==> config.mk <==
export PLATFORM = sky130hd
export DESIGN_NAME = per_source_event_slot_table
export DESIGN_NICKNAME = d
export VERILOG_FILES = /design/src/rtl/pses_pkg.sv /design/src/rtl/per_source_event_slot_table.sv /design/src/rtl/pses_ram.sv /design/src/rtl/pses_ctrl.sv /design/src/rtl/pses_dp.sv
export VERILOG_INCLUDE_DIRS = /design/src /design/src/rtl
export SDC_FILE = /design/constraint.sdc
export NUM_CORES = 1
export LEC_CHECK = 0
export ABC_AREA = 0
export ABC_CLOCK_PERIOD_IN_PS = 9630
export BUFFER_PORTS_ARGS = -buffer_cell sky130_fd_sc_hd__buf_4
export CAP_MARGIN = 10
export CORE_ASPECT_RATIO = 1.1
export CORE_UTILIZATION = 51
export DETAILED_ROUTE_END_ITERATION = 8
export PLACE_DENSITY = 0.7
export SYNTH_ARGS = -nofsm -noshare
export SYNTH_HDL_FRONTEND = slang
export SYNTH_SLANG_ARGS = --single-unit
==> constraint.sdc <==
create_clock -name clk -period 9.63 [get_ports clk]
set_input_delay 0.4815 -clock clk [delete_from_list [all_inputs] [get_ports clk]]
set_output_delay 0.4815 -clock clk [all_outputs]
set_load 0.03 [all_outputs]
==> src/rtl/assert_macros.svh <==
// assertion macros shared by the slot table modules
// no dependencies; included by modules that carry assertions
`ifndef ASSERT_MACROS_SVH
`define ASSERT_MACROS_SVH

// antecedent implies consequent in the same cycle
`define PSES_ASSERT_SAME(label, clk, rst_n, ante, cons) \
	label: assert property (@(posedge clk) disable iff (!rst_n) (ante) |-> (cons)) \
		else $error("slot table assertion failed");

// antecedent implies consequent in the next cycle
`define PSES_ASSERT_NEXT(label, clk, rst_n, ante, cons) \
	label: assert property (@(posedge clk) disable iff (!rst_n) (ante) |=> (cons)) \
		else $error("slot table assertion failed");

`endif

==> src/rtl/pses_pkg.sv <==
`timescale 1ns / 1ps
// types, codes and the colour class function of the per-source event slot table
// no dependencies
package pses_pkg;

	localparam int SEQ_W      = 32;
	localparam int SRC_W      = 16;
	localparam int CODE_W     = 4;
	localparam int AFF_W      = 8;
	localparam int TIME_W     = 48;
	localparam int SLOT_NUM_W = 6;
	localparam int PLACE_W    = 2;
	localparam int COLOUR_W   = 2;
	localparam int ENTRY_W    = SRC_W + SEQ_W + COLOUR_W;

	localparam logic [SRC_W-1:0] INV_SRC_RESET = 16'hFFFF;

	localparam logic [PLACE_W-1:0] PL_HIT   = 2'd0;
	localparam logic [PLACE_W-1:0] PL_FREE  = 2'd1;
	localparam logic [PLACE_W-1:0] PL_EVICT = 2'd2;
	localparam logic [PLACE_W-1:0] PL_NONE  = 2'd3;

	localparam logic [COLOUR_W-1:0] COL_NEUTRAL = 2'd0;
	localparam logic [COLOUR_W-1:0] COL_RUNNING = 2'd1;
	localparam logic [COLOUR_W-1:0] COL_WAITING = 2'd2;
	localparam logic [COLOUR_W-1:0] COL_ERROR   = 2'd3;

	localparam logic [CODE_W-1:0] LC_QUEUED    = 4'd3;
	localparam logic [CODE_W-1:0] LC_RUNNING   = 4'd4;
	localparam logic [CODE_W-1:0] LC_RESULT    = 4'd5;
	localparam logic [CODE_W-1:0] LC_ACCEPTED  = 4'd6;
	localparam logic [CODE_W-1:0] LC_ADOPTED   = 4'd7;
	localparam logic [CODE_W-1:0] LC_DISCARDED = 4'd8;
	localparam logic [CODE_W-1:0] LC_STOPPING  = 4'd9;

	typedef struct packed {
		logic load;
		logic check;
		logic scan_start;
		logic scan_rd;
		logic commit;
	} cmd_t;

	typedef struct packed {
		logic drop;
		logic scan_last;
		logic out_busy;
	} status_t;

	function automatic logic [COLOUR_W-1:0] colour_of(
		input logic [CODE_W-1:0] code,
		input logic [AFF_W-1:0]  aff
	);
		logic [COLOUR_W-1:0] c;
		c = COL_NEUTRAL;
		case (code) inside
			LC_RUNNING, LC_ADOPTED:             c = COL_RUNNING;
			LC_QUEUED, LC_RESULT, LC_ACCEPTED:  c = COL_WAITING;
			LC_DISCARDED, LC_STOPPING:          c = COL_ERROR;
			default:                            c = COL_NEUTRAL;
		endcase
		// affinity failure overrides the lifecycle code
		if (!aff[AFF_W-1] && (aff[AFF_W-2:0] != '0)) begin
			c = COL_ERROR;
		end
		return c;
	endfunction

endpackage

==> src/rtl/per_source_event_slot_table.sv <==
`timescale 1ns / 1ps
// top level of the per-source event slot table
// depends on pses_pkg, pses_ctrl, pses_dp and pses_ram
//
// Lifecycle events come in on the in channel (in_valid / in_stall) and one result
// per event leaves on the out channel (out_valid / out_stall). An item is taken at
// an edge with valid high and stall low.
// An event with a sequence not above the last one, or from the invalid source id,
// gives a not-taken result without a slot scan. Any other event scans all
// SLOT_COUNT slots one per cycle through the slot store read port and then
// shows its result. The next event is taken only once the result of the
// current one has entered the output register.
// A result waits in the output register while out_stall is high; the next event
// is still taken and held until that register is free.
// The invalid source id is written on the cfg channel (cfg_valid / cfg_ready,
// ready always high); write it only while no item is in flight, the block does
// not enforce this. Reset clears the last sequence, the time origin, all slot
// valid bits and sets the invalid source id to all ones; the block is then ready.
module per_source_event_slot_table #(
	parameter int SLOT_COUNT = 8
) (
	input  logic                                clk,
	input  logic                                arst_n,
	input  logic                                cfg_valid,
	output logic                                cfg_ready,
	input  logic [pses_pkg::SRC_W-1:0]          cfg_data,
	input  logic                                in_valid,
	output logic                                in_stall,
	input  logic [pses_pkg::SEQ_W-1:0]          event_sequence,
	input  logic [pses_pkg::SRC_W-1:0]          source_id,
	input  logic [pses_pkg::CODE_W-1:0]         lifecycle_code,
	input  logic signed [pses_pkg::AFF_W-1:0]   affinity_status,
	input  logic [pses_pkg::TIME_W-1:0]         event_time_us,
	output logic                                out_valid,
	input  logic                                out_stall,
	output logic                                taken,
	output logic [pses_pkg::SLOT_NUM_W-1:0]     slot_number,
	output logic [pses_pkg::PLACE_W-1:0]        placement,
	output logic [pses_pkg::COLOUR_W-1:0]       colour_class,
	output logic [pses_pkg::TIME_W-1:0]         elapsed_us
);

	pses_pkg::cmd_t    cmd;
	pses_pkg::status_t status;

	assign cfg_ready = 1'b1;

	pses_ctrl u_ctrl (
		.clk      (clk),
		.arst_n   (arst_n),
		.in_valid (in_valid),
		.in_stall (in_stall),
		.status   (status),
		.cmd      (cmd)
	);

	pses_dp #(
		.SLOT_COUNT (SLOT_COUNT)
	) u_dp (
		.clk             (clk),
		.arst_n          (arst_n),
		.cmd             (cmd),
		.status          (status),
		.cfg_valid       (cfg_valid),
		.cfg_data        (cfg_data),
		.event_sequence  (event_sequence),
		.source_id       (source_id),
		.lifecycle_code  (lifecycle_code),
		.affinity_status (affinity_status),
		.event_time_us   (event_time_us),
		.out_stall       (out_stall),
		.out_valid       (out_valid),
		.taken           (taken),
		.slot_number     (slot_number),
		.placement       (placement),
		.colour_class    (colour_class),
		.elapsed_us      (elapsed_us)
	);

endmodule

==> src/rtl/pses_ram.sv <==
`timescale 1ns / 1ps
// generic single write port, single read port ram with registered read data
// no dependencies
module pses_ram #(
	parameter int WIDTH = 8,
	parameter int DEPTH = 8
) (
	input  logic                     clk,
	input  logic                     we,
	input  logic [$clog2(DEPTH)-1:0] waddr,
	input  logic [WIDTH-1:0]         wdata,
	input  logic                     re,
	input  logic [$clog2(DEPTH)-1:0] raddr,
	output logic [WIDTH-1:0]         rdata
);

	logic [WIDTH-1:0] mem_q [DEPTH];

	always_ff @(posedge clk) begin
		if (we) begin
			mem_q[waddr] <= wdata;
		end
		if (re) begin
			rdata <= mem_q[raddr];
		end
	end

endmodule

==> src/rtl/pses_ctrl.sv <==
`timescale 1ns / 1ps
// controller state machine of the slot table: accept, check, scan, commit
// depends on pses_pkg and assert_macros.svh
`include "assert_macros.svh"

module pses_ctrl (
	input  logic              clk,
	input  logic              arst_n,
	input  logic              in_valid,
	output logic              in_stall,
	input  pses_pkg::status_t status,
	output pses_pkg::cmd_t    cmd
);

	localparam logic [2:0] ST_IDLE  = 3'd0;
	localparam logic [2:0] ST_CHECK = 3'd1;
	localparam logic [2:0] ST_SCAN  = 3'd2;
	localparam logic [2:0] ST_DRAIN = 3'd3;
	localparam logic [2:0] ST_DONE  = 3'd4;

	logic [2:0] state_q;
	logic [2:0] state_d;

	assign in_stall = (state_q != ST_IDLE);

	always_comb begin
		state_d        = state_q;
		cmd            = '0;
		unique case (state_q)
			ST_IDLE: begin
				if (in_valid) begin
					cmd.load = 1'b1;
					state_d  = ST_CHECK;
				end
			end
			ST_CHECK: begin
				cmd.check      = 1'b1;
				cmd.scan_start = 1'b1;
				state_d        = ST_SCAN;
			end
			ST_SCAN: begin
				if (status.drop) begin
					state_d = ST_DONE;
				end else begin
					cmd.scan_rd = 1'b1;
					if (status.scan_last) begin
						state_d = ST_DRAIN;
					end
				end
			end
			ST_DRAIN: begin
				state_d = ST_DONE;
			end
			ST_DONE: begin
				if (!status.out_busy) begin
					cmd.commit = 1'b1;
					state_d    = ST_IDLE;
				end
			end
			default: begin
				state_d = ST_IDLE;
			end
		endcase
	end

	always_ff @(posedge clk or negedge arst_n) begin
		if (!arst_n) begin
			state_q <= ST_IDLE;
		end else begin
			state_q <= state_d;
		end
	end

	`PSES_ASSERT_NEXT(a_scan_moves, clk, arst_n, state_q == ST_SCAN,
		state_q == ST_SCAN || state_q == ST_DRAIN || state_q == ST_DONE)
	`PSES_ASSERT_NEXT(a_commit_idle, clk, arst_n, cmd.commit, state_q == ST_IDLE)

endmodule

==> src/rtl/pses_dp.sv <==
`timescale 1ns / 1ps
// datapath of the slot table: item registers, slot scan, slot store, result register
// depends on pses_pkg, pses_ram and assert_macros.svh
`include "assert_macros.svh"

module pses_dp #(
	parameter int SLOT_COUNT = 8
) (
	input  logic                                clk,
	input  logic                                arst_n,
	input  pses_pkg::cmd_t                      cmd,
	output pses_pkg::status_t                   status,
	input  logic                                cfg_valid,
	input  logic [pses_pkg::SRC_W-1:0]          cfg_data,
	input  logic [pses_pkg::SEQ_W-1:0]          event_sequence,
	input  logic [pses_pkg::SRC_W-1:0]          source_id,
	input  logic [pses_pkg::CODE_W-1:0]         lifecycle_code,
	input  logic signed [pses_pkg::AFF_W-1:0]   affinity_status,
	input  logic [pses_pkg::TIME_W-1:0]         event_time_us,
	input  logic                                out_stall,
	output logic                                out_valid,
	output logic                                taken,
	output logic [pses_pkg::SLOT_NUM_W-1:0]     slot_number,
	output logic [pses_pkg::PLACE_W-1:0]        placement,
	output logic [pses_pkg::COLOUR_W-1:0]       colour_class,
	output logic [pses_pkg::TIME_W-1:0]         elapsed_us
);

	localparam int AW   = $clog2(SLOT_COUNT);
	localparam int SNW  = pses_pkg::SLOT_NUM_W;
	localparam int SEQW = pses_pkg::SEQ_W;
	localparam int SRCW = pses_pkg::SRC_W;
	localparam int TW   = pses_pkg::TIME_W;
	localparam int CW   = pses_pkg::COLOUR_W;
	localparam int EW   = pses_pkg::ENTRY_W;
	localparam logic [AW-1:0] LAST_IDX = AW'(SLOT_COUNT - 1);

	logic [SEQW-1:0]               ev_seq_q;
	logic [SRCW-1:0]               ev_src_q;
	logic [pses_pkg::CODE_W-1:0]   ev_code_q;
	logic [pses_pkg::AFF_W-1:0]    ev_aff_q;
	logic [TW-1:0]                 ev_time_q;

	logic [SEQW-1:0]       last_seq_q;
	logic [TW-1:0]         origin_q;
	logic [SRCW-1:0]       inv_src_q;
	logic                  drop_q;
	logic [SLOT_COUNT-1:0] slot_valid_q;

	logic [AW-1:0]   cnt_q;
	logic            rd_valid_s1;
	logic [AW-1:0]   idx_s1;
	logic            hit_q;
	logic [AW-1:0]   hit_idx_q;
	logic            free_q;
	logic [AW-1:0]   free_idx_q;
	logic [AW-1:0]   min_idx_q;
	logic [SEQW-1:0] min_seq_q;

	logic [EW-1:0]   rd_data;
	logic [SRCW-1:0] rd_src;
	logic [SEQW-1:0] rd_seq;
	logic            rd_slot_valid;

	logic [AW-1:0]                  sel_idx;
	logic [pses_pkg::PLACE_W-1:0]   sel_place;
	logic [CW-1:0]                  colour;
	logic [TW:0]                    diff;
	logic [TW-1:0]                  elapsed;
	logic [EW-1:0]                  wr_data;
	logic                           wr_en;

	logic                           out_valid_q;
	logic                           taken_q;
	logic [SNW-1:0]                 slot_number_q;
	logic [pses_pkg::PLACE_W-1:0]   placement_q;
	logic [CW-1:0]                  colour_q;
	logic [TW-1:0]                  elapsed_q;

	assign status.drop      = drop_q;
	assign status.scan_last = (cnt_q == LAST_IDX);
	assign status.out_busy  = out_valid_q && out_stall;

	assign rd_src        = rd_data[EW-1 -: SRCW];
	assign rd_seq        = rd_data[CW +: SEQW];
	assign rd_slot_valid = slot_valid_q[idx_s1];

	// slot choice: same source, then first free, then oldest
	always_comb begin
		if (hit_q) begin
			sel_idx   = hit_idx_q;
			sel_place = pses_pkg::PL_HIT;
		end else if (free_q) begin
			sel_idx   = free_idx_q;
			sel_place = pses_pkg::PL_FREE;
		end else begin
			sel_idx   = min_idx_q;
			sel_place = pses_pkg::PL_EVICT;
		end
	end

	assign colour  = pses_pkg::colour_of(ev_code_q, ev_aff_q);
	assign diff    = {1'b0, ev_time_q} - {1'b0, origin_q};
	assign elapsed = ((origin_q == '0) || diff[TW]) ? '0 : diff[TW-1:0];
	assign wr_data = {ev_src_q, ev_seq_q, colour};
	assign wr_en   = cmd.commit && !drop_q;

	pses_ram #(
		.WIDTH (EW),
		.DEPTH (SLOT_COUNT)
	) u_slot_ram (
		.clk   (clk),
		.we    (wr_en),
		.waddr (sel_idx),
		.wdata (wr_data),
		.re    (cmd.scan_rd),
		.raddr (cnt_q),
		.rdata (rd_data)
	);

	always_ff @(posedge clk) begin
		if (cmd.load) begin
			ev_seq_q  <= event_sequence;
			ev_src_q  <= source_id;
			ev_code_q <= lifecycle_code;
			ev_aff_q  <= affinity_status;
			ev_time_q <= event_time_us;
		end
		idx_s1 <= cnt_q;
		if (rd_valid_s1 && (idx_s1 == '0 || rd_seq < min_seq_q)) begin
			min_idx_q <= idx_s1;
			min_seq_q <= rd_seq;
		end
		if (rd_valid_s1 && !hit_q) begin
			hit_idx_q <= idx_s1;
		end
		if (rd_valid_s1 && !free_q) begin
			free_idx_q <= idx_s1;
		end
		if (cmd.commit) begin
			taken_q       <= !drop_q;
			slot_number_q <= drop_q ? '0 : SNW'(sel_idx);
			placement_q   <= drop_q ? pses_pkg::PL_NONE : sel_place;
			colour_q      <= drop_q ? pses_pkg::COL_NEUTRAL : colour;
			elapsed_q     <= drop_q ? '0 : elapsed;
		end
	end

	always_ff @(posedge clk or negedge arst_n) begin
		if (!arst_n) begin
			last_seq_q   <= '0;
			origin_q     <= '0;
			inv_src_q    <= pses_pkg::INV_SRC_RESET;
			drop_q       <= 1'b0;
			slot_valid_q <= '0;
			cnt_q        <= '0;
			rd_valid_s1  <= 1'b0;
			hit_q        <= 1'b0;
			free_q       <= 1'b0;
			out_valid_q  <= 1'b0;
		end else begin
			if (cfg_valid) begin
				inv_src_q <= cfg_data;
			end
			if (cmd.check) begin
				if (ev_seq_q > last_seq_q) begin
					last_seq_q <= ev_seq_q;
				end
				drop_q <= (ev_seq_q <= last_seq_q) || (ev_src_q == inv_src_q);
			end
			if (cmd.scan_start) begin
				cnt_q  <= '0;
				hit_q  <= 1'b0;
				free_q <= 1'b0;
			end else if (cmd.scan_rd && cnt_q != LAST_IDX) begin
				cnt_q <= cnt_q + AW'(1);
			end
			rd_valid_s1 <= cmd.scan_rd;
			if (rd_valid_s1 && rd_slot_valid && rd_src == ev_src_q) begin
				hit_q <= 1'b1;
			end
			if (rd_valid_s1 && !rd_slot_valid) begin
				free_q <= 1'b1;
			end
			if (wr_en) begin
				slot_valid_q[sel_idx] <= 1'b1;
				if (origin_q == '0) begin
					origin_q <= ev_time_q;
				end
			end
			if (cmd.commit) begin
				out_valid_q <= 1'b1;
			end else if (!out_stall) begin
				out_valid_q <= 1'b0;
			end
		end
	end

	assign out_valid    = out_valid_q;
	assign taken        = taken_q;
	assign slot_number  = slot_number_q;
	assign placement    = placement_q;
	assign colour_class = colour_q;
	assign elapsed_us   = elapsed_q;

	`PSES_ASSERT_SAME(a_commit_free, clk, arst_n, cmd.commit, !status.out_busy)
	`PSES_ASSERT_NEXT(a_commit_shows, clk, arst_n, cmd.commit, out_valid_q)
	`PSES_ASSERT_SAME(a_miss_zero, clk, arst_n, out_valid_q && !taken_q,
		placement_q == pses_pkg::PL_NONE && elapsed_q == '0)

endmodule

; ---- Word-level counts from Yosys, hierarchy flattened
; Memory sizes are Yosys's and may differ from the RTL's. A register that Yosys moved wholly into a read port is not among the register bits.
; Cells that the tools add are included.
[op_classes]
muxes = 33
n_bitwise = 1
n_addsub = 2
n_eq_ne = 19
n_lt_le_gt_ge = 6
n_reduce_logical = 34
[ops]
columns = cell, n
row1 = subtractor 48 x 48 -> 49 bit, 1
row2 = zero test 48 bit, 1
row3 = equality test 16 bit, 2
row4 = > comparator 32 bit, 1
row5 = <= comparator 32 bit, 1
row6 = < comparator 32 bit, 1
row7 = 2-to-1 mux 3 bit, 8
row8 = equality test 4 x 3 -> 1 bit (second input constant), 4
row9 = 2-to-1 mux 1 bit, 15
row10 = case mux 3 bit (5 select lines), 1
row11 = 2-to-1 mux 2 bit, 7
row12 = logical AND 1 bit, 11
row13 = equality test 4 bit (second input constant), 2
row14 = < comparator 3 x 4 -> 1 bit (second input constant), 2
row15 = bitwise OR 8 bit, 1
row16 = nonzero test 7 bit, 1
row17 = equality test 3 x 2 -> 1 bit (second input constant), 2
row18 = equality test 3 bit (second input constant), 2
row19 = zero test 3 bit, 2
row20 = nonzero test 2 bit, 3
row21 = OR reduction 2 bit, 3
row22 = zero test 1 bit, 5
row23 = equality test 4 x 2 -> 1 bit (second input constant), 1
row24 = inequality test 2 bit (second input constant), 2
row25 = 13 further kinds, 16
[totals]
mem_count = 1
output_inout_bits = 62
ramBits = 400
elab_cells = 123
inputBits = 129
reg_bits = 326
[memory_table]
columns = name, depth, width, read_ports, rd_clocked_by_memory_dff, wr, line_no
row1 = u_dp.u_slot_ram.mem_q, 8, 50, 1, 1, 1, pses_ram.sv:17  ; logic [WIDTH-1:0] mem_q [DEPTH];

; ---- Depth between registers and ports, before layout
; Gate-level depths: netlist of the first run.
[logic_depth]
depth_word = 7
ltp_mapped = 12
depth_no_buf = 11

; ---- Hierarchy
; From an unflattened synthesis of the first run, not the netlist that was laid out.
[hier_totals]
cells_unflattened = 1987
area_unflattened_um2 = 32806.5
[modules_own_cells]
columns = mod, cells_per_inst, area_per_inst_um2, n_inst
row1 = pses_ram, 641, 16951.3, 1
row2 = pses_dp, 1324, 15661.3, 1
row3 = pses_ctrl, 20, 182.7, 1
row4 = per_source_event_slot_table, 2, 11.3, 1

; ---- Worst setup path after synthesis of the first run
; Ideal clock, no wire load.
[synth_path]
path_type = register to register
startpoint = register u_ctrl.state_q[1]
endpoint = memory u_dp.u_slot_ram.mem_q[0][10] (netlist name) (enable)
arrival_time_ps = 5921
required_time_ps = 9175
stages_incl_launch_ff = 7
slack_ps = 3254
period_less_slack_ps = 6376
setup_time_ps = 455
cell_sequence = dfrtp_1 -> nor2_1 -> nand2_1 -> a21oi_1 -> and2_1 -> nand2_1 -> nor2_1
[synth_lines]
columns = item, line_no
row1 = "start, declared", pses_ctrl.sv:21  ; logic [2:0] state_q;
row2 = "start signal, assigned", pses_ctrl.sv:70  ; state_q <= state_d;
row3 = "end, declared", pses_ram.sv:17

; ---- Final worst setup path of the first run
[layout_path]
startpoint = register u_dp.origin_q[13]
endpoint = register u_dp.elapsed_q[35], in the netlist u_dp.elapsed_us[35], data pin
[layout_between]
elab_chain_len = 3
word_cells_on_any_way = 4
cone_classes = 1 x add/sub / 3 x reduce/logical
[layout_lines]
columns = item, line_no
row1 = "start, declared", pses_dp.sv:45  ; logic [TW-1:0] origin_q;
row2 = "start signal, assigned", pses_dp.sv:188  ; origin_q <= ev_time_q;
row3 = subtractor 48 x 48 -> 49 bit or zero test 48 bit (tied branches), "pses_dp.sv:103, pses_dp.sv:104"
row4 = logical OR 1 bit, pses_dp.sv:104  ; assign elapsed = ((origin_q == '0) || diff[TW]) ? '0 : diff[TW-1:0];
row5 = OR reduction 2 bit (no source line), n/a
row6 = "end signal, assigned", pses_dp.sv:145  ; elapsed_q <= drop_q ? '0 : elapsed;
row7 = "end, declared", pses_dp.sv:78  ; logic [TW-1:0] elapsed_q;
; Several ways; a longest one is shown, not always the timed one.
; A chain may end at the register's enable or synchronous reset.

==> results of run 1 <==
-- power breakdown --
part           internal, mW  switching [mW]
Combinational         0.792           0.933
Clock                  1.86            1.23
Sequential             4.10           0.353
-- cell usage in the layout (no fill, tap or decap), drive strengths merged, types with 5 or more instances in the layout --
cell type / synthesis / layout
mux4: 98 / 98
a211oi: 8 / 8
edfxtp: 637 / 637
o221ai: 5 / 5
clkinv: 0 / 21
mux2: 96 / 96
nand2: 150 / 150
nor3: 27 / 27
xnor2: 59 / 59
mux2i: 9 / 9
o21ai: 43 / 43
inv: 133 / 137
nor2: 95 / 95
dfrtp: 99 / 99
or2: 12 / 12
nand4: 39 / 39
clkbuf: 49 / 104
o21bai: 9 / 9
nand2b: 14 / 14
ha: 113 / 113
a31oi: 5 / 5
buf: 22 / 207
nor2b: 8 / 8
a21oi: 82 / 82
nand3: 16 / 16
o31ai: 5 / 5
nor4: 18 / 18
bufinv: 0 / 11
o211ai: 10 / 10
xor2: 11 / 11
dfstp: 16 / 16
a21o: 45 / 45
o21a: 14 / 14
-- stage by stage --
step	cell area [sq um]	setup slack [ps]
after floorplan	31800	3250
after global placement	34200	5960
after detailed placement	34200	5840
after CTS	36800	5810
after global routing	36800	5560
final	36800	5660
-- critical path: cells and delay by family (launching register included) --
kind	cells	cell delay, ps
AND/OR/NAND/NOR	3	1320
flip-flops	1	360
adder cells (fa/ha/maj)	1	390
AO/OA/AOI/OAI	5	1570
buffers and inverters	1	70
-- registers in the layout (all words and copies together), names as in the netlist, 4 cells and up --
register               flops
u_dp.elapsed_us           48
u_dp.ev_aff_q              8
u_dp.ev_code_q             4
u_dp.ev_seq_q             32
u_dp.ev_src_q             16
u_dp.ev_time_q            48
u_dp.inv_src_q            16
u_dp.last_seq_q           32
u_dp.min_seq_q            32
u_dp.origin_q             48
u_dp.slot_valid_q          8
u_dp.u_slot_ram.mem_q    384
u_dp.u_slot_ram.rdata     48
-- layout make-up --
class | count | share of cell area [%]
multi-input combinational | 1041 | 24.5
clock inverter | 38 | 1.32
timing repair buffer | 207 | 4.22
clock buffer | 104 | 5.82
inverter | 133 | 1.36
sequential | 755 | 60.0
tap | 824 | 2.80
-- cells by family after synthesis --
family / Yosys count
flops: 755
fa+ha+maj: 114
simple gates: 401
buf+inv: 204
xor+xnor: 70
other cells: 2
compound gates: 249
mux: 203
-- worst paths after layout --
check / start / endpoint / slack, ps
setup / recovery: u_dp.origin_q[13] / u_dp.elapsed_us[35] / 5660
hold / removal: event_time_us[15] / u_dp.ev_time_q[15] / 30
setup reg to reg: u_dp.origin_q[13] / u_dp.elapsed_us[35] / 5660
hold reg to reg: u_dp.u_slot_ram.rdata[12] / u_dp.min_seq_q[10] / 460
max in group asynchronous: arst_n / u_dp.last_seq_q[6] / 8340
min in group asynchronous: arst_n / u_dp.origin_q[30] / 60
-- per-layer routing --
metal,vias up,share of wire (%),global-route usage (%)
li1,8001,-,-
met1,8935,40,28.6
met2,502,52,39.7
met3,108,4.9,3.08
met4,0,2.6,7.11
met5,-,0,0
==> metrics.yaml, run 1 <==
sta:
  fmax_mhz: 252
  hold_violations: 0
  min_period_ps: 3970
  fin_skew_ps: 28.5
  setup_violations: 0
  max_slew_margin_pct: 19.3
  max_slew.worst_pin.slew_ps: 1210
  rsz0062_at_grt: "no"
  fin_tns_setup_ps: 0
  hold_ws_ps: 34.6
  finalCritPeriodShare_pct: 41.2
  slew_viol_final: 0
final_layout:
  stdcell_count: 3102
  fillers: 4580
  final_nets: 2458
  final_core_util_pct: 60.0
  syn_to_final_growth_pct: 15.9
  multiInputGateArea_sq_um: 9010
  insertedDiodeCount: 0
  seqCellArea_sq_um: 22100
  drive_gt1_share_pct: 24.8
place:
  place_hpwl_um: 45900
  port_buffers: 186
  dp.cells: 2960
  place_congestion: 0.928
pwr:
  vdd_ir_drop_max_mv: 0.186
  leakagePower_nw: 13.6
  p_total_mw: 9.26
  powerDensity_nw_per_um2: 252
clock_network:
  cts_max_level: 3
  clock_sinks: 755
  cts_tree: "yes"
  root_buffer: "clkbuf_16"
  clockBufferDepth: 3
  clk_latency_ps: 620
  cts_resized: 0
  numCtsBuffers: 77
  cts.clk_slew.worst_paths_ps: 70
  postCtsHoldBufs: 0
  postCtsSetupRepairBufs: 0
critical_path:
  reg2reg_depth: 10
  cp-start-kind: "flop"
  crit_fanout: 45
  crit_path_cell_trace: "inv_1, ha_1, a211oi_1, o211ai_1, a31oi_1, nor3_1, a21oi_1, a21oi_2, nor2_4, and3b_1"
  crit_arrival_ps: 4320
  crit_type: "flop to flop"
  cp_data_required_time_ps: 9980
  slowest_delay_ps: 920
  cp_slowest_cell: "nor2_4"
  crit_path_end_kind: "flop"
floorplan:
  initial_core_util_pct: 51.8
  die_h_um: 264
  ios: 191
  core-area_sq_um: 61300
  dieArea_sq_um: 63300
  num_rows: 95
  die_w_um: 240
logic_synthesis:
  yosys-top-cells-area: "edfxtp_1 (60%), dfrtp_1 (7.8%), mux4_2 (6.9%)"
  synth-simple-area-share_pct: 5.87
  synth_flop_cell: "edfxtp_1"
  synth_edf_count: 637
  synth_cell_type_count: 63
  ys_seq_area_share_pct: 69.5
  synth-compound-area-share_pct: 5.04
  syn_inst: 1998
  yosysMostFrequentCell: "edfxtp_1"
  synth_common_cells: "edfxtp_1 (637), nand2_1 (150), inv_1 (133)"
  synth_xor_xnor_area_share_pct: 1.93
  synth_area_sq_um: 31800
  async_flop_share_pct: 15.2
  synth-seq-cells: 755
  synth_top_area_share_pct: 60.2
  synth-adder-area-share_pct: 4.51
  ys_warn_count: 0
  synth_top_area_cell: "edfxtp_1"
  synthMuxAreaShare_pct: 10.6
  synth_top_family_by_area: "multiplexers"
  syn_avg_cell_area_sq_um: 15.9
detailed_routing:
  vias: 17500
  viasPerCell: 5.66
  ant_nets: 0
  drc_errors: 0
  avgRoutedWirePerCell_um: 22.4
  routed_wirelength_um: 69400
  dr.pass1.iters: 5
  drt_iter0_drc: 1163
grt:
  antenna_found_initial: 1
  grt_first_pass_wirelength_um: 107000
  grt_pass1_vias: 18300
  grt_overflow: 0
  grt_usage_pct: 22.5
  grt_start_max_net_pins: 73
run_status:
  status: "completed"
worst_hold_path:
  hold_class: "input pin to flop"
  whs_path_depth: 1
run:
  cap_violations: 0
Power figures use the tool's default switching activity.
==> inputs of run 2 (changes only) <==
- ABC_CLOCK_PERIOD_IN_PS: 9630 -> 4000
- clock period: 9.63 -> 4 ns (I/O delays scaled with it)
==> metrics.yaml, run 2 (synthesized netlist as in run 1, its figures left out) <==
clock_network:
  cts.clk_slew.worst_paths_ps: 60  # was 70 ps
  cts_tree: "yes"  # unchanged
  clock_sinks: 755  # unchanged
  postCtsHoldBufs: 128  # was 0
  cts_max_level: 3  # unchanged
  numCtsBuffers: 78  # was 77
  clk_latency_ps: 610  # was 620 ps
  clockBufferDepth: 3  # unchanged
  cts_resized: 0  # unchanged
  root_buffer: "clkbuf_16"  # unchanged
  postCtsSetupRepairBufs: 0  # unchanged
final_layout:
  final_core_util_pct: 62.4  # was 60.0%
  drive_gt1_share_pct: 24.4  # was 24.8%
  final_nets: 2603  # was 2458
  syn_to_final_growth_pct: 20.4  # was 15.9%
  largest_reg_flops: 384  # unchanged
  top_register: "u_dp.u_slot_ram.mem_q"  # unchanged
  final_common_cell: "edfxtp_1"  # unchanged
  final_cell_mix: "edfxtp_1 (637), buf_4 (218), nand2_1 (150)"  # was edfxtp_1 (637), buf_4 (207), nand2_1 (150)
  stdcell_area_sq_um: 38300  # was 36800 sq um
critical_path:
  crit_path_end_kind: "flop"  # unchanged
  crit_fanout: 8  # was 45
  crit_type: "flop to flop"  # unchanged
  cp_data_required_time_ps: 4360  # was 9980 ps
  cp-start-kind: "flop"  # unchanged
  reg2reg_depth: 10  # unchanged
  crit_arrival_ps: 3830  # was 4320 ps
detailed_routing:
  avgRoutedWirePerCell_um: 21.4  # was 22.4 um
  dr.pass1.iters: 5  # unchanged
  vias: 18100  # was 17500
  routed_wirelength_um: 69400  # about the same
  drc_errors: 0  # unchanged
  ant_nets: 0  # unchanged
  drt_iter0_drc: 1207  # was 1163
  viasPerCell: 5.56  # was 5.66
grt:
  grt_start_max_net_pins: 110  # was 73
  antenna_found_initial: 2  # was 1
  grt_usage_pct: 22.5  # about the same
  grt_pass1_vias: 19100  # was 18300
  use_met1_pct: 28.9  # was 28.6%
  use_met2_pct: 39.1  # was 39.7%
  grt_first_pass_wirelength_um: 108000  # was 107000 um
  busiest_layer: "met2"  # unchanged
  grt_overflow: 0  # unchanged
  grt_use_met3_pct: 2.95  # was 3.08%
sta:
  fin_tns_setup_ps: 0  # unchanged
  fmax_mhz: 288  # was 252 MHz
  fin_skew_ps: 21.9  # was 28.5 ps
  hold_ws_ps: 50.0  # was 34.6 ps
  min_period_ps: 3470  # was 3970 ps
  finalCritPeriodShare_pct: 86.8  # was 41.2%
  hold_violations: 0  # unchanged
  rsz0062_at_grt: "no"  # unchanged
  setup_violations: 0  # unchanged
  max_slew_margin_pct: 30.5  # was 19.3%
  max_slew.worst_pin.slew_ps: 1040  # was 1210 ps
  slew_viol_final: 0  # unchanged
pwr:
  vdd_ir_drop_max_mv: 0.673  # was 0.186 mV
  powerDensity_nw_per_um2: 583  # was 252 nW/um^2
  p_total_mw: 22.3  # was 9.26 mW
  leakagePower_nw: 14.2  # was 13.6 nW
place:
  placed_cell_area_sq_um: 34400  # was 34200 sq um
  place_congestion: 0.966  # was 0.928
  place_hpwl_um: 44100  # was 45900 um
  port_buffers: 186  # unchanged
floorplan:
  die_h_um: 264  # unchanged
  num_rows: 95  # unchanged
  ios: 191  # unchanged
  core-area_sq_um: 61300  # unchanged
  dieArea_sq_um: 63300  # unchanged
  initial_core_util_pct: 51.8  # unchanged
  die_w_um: 240  # unchanged
run_status:
  status: "completed"  # unchanged
worst_hold_path:
  hold_class: "input pin to flop"  # unchanged
  whs_path_depth: 2  # was 1
run:
  cap_violations: 0  # unchanged
[run 2: power breakdown]
| part | leakage [nW] | internal (mW) | total [mW] | switching (mW) |
|---|---|---|---|---|
| Sequential | 7.04 | 9.85 | 10.7 | 0.884 |
| Clock | 1.28 | 4.35 | 7.33 | 2.97 |
| Combinational | 5.91 | 2.03 | 4.23 | 2.20 |
| Total | 14.2 | 16.2 | 22.3 | 6.05 |
[run 2: worst max-delay path, stage by stage, from the launching register on]
cell and delay (ps):
dfrtp_1 350, inv_1 60, ha_1 410, a21oi_1 270
nand2_1 80, a221oi_1 670, nor3_1 160, o31ai_2 630
nor2_1 180, nor4_1 310, nor4bb_1 90
[run 2: cell type report]
cell class / count / area, sq um
Fill cell: 4454 / 23100
Sequential cell: 755 / 22100
Multi-Input combinational cell: 1041 / 9020
Timing Repair Buffer: 351 / 3020
Clock buffer: 94 / 2070
Tap cell: 824 / 1030
Clock inverter: 49 / 517
Inverter: 133 / 499
Antenna cell: 1 / 2.50
[run 2: layer usage]
layer,share of wire (%),vias up
met3,4.2,98
li1,-,8299
met4,2.6,2
met5,0.019,-
met2,52,485
met1,42,9168
[run 2: stage by stage]
stage	instances	worst slack (ps)
after floorplan	2000	291
after global placement	2976	720
after detailed placement	2976	599
after CTS	3247	607
after global routing	3248	344
final	3248	527
[run 2: final timing paths]
path	startpoint	endpoint	slack, ps
max	u_dp.origin_q[17]	u_dp.elapsed_us[47]	530
min	cfg_valid	u_dp.inv_src_q[0]	50
max reg2reg	u_dp.origin_q[17]	u_dp.elapsed_us[47]	530
min reg2reg	u_dp.u_slot_ram.rdata[2]	u_dp.min_seq_q[0]	450
max in group asynchronous	arst_n	u_dp.cnt_q[2]	2710
min in group asynchronous	arst_n	u_dp.origin_q[33]	170
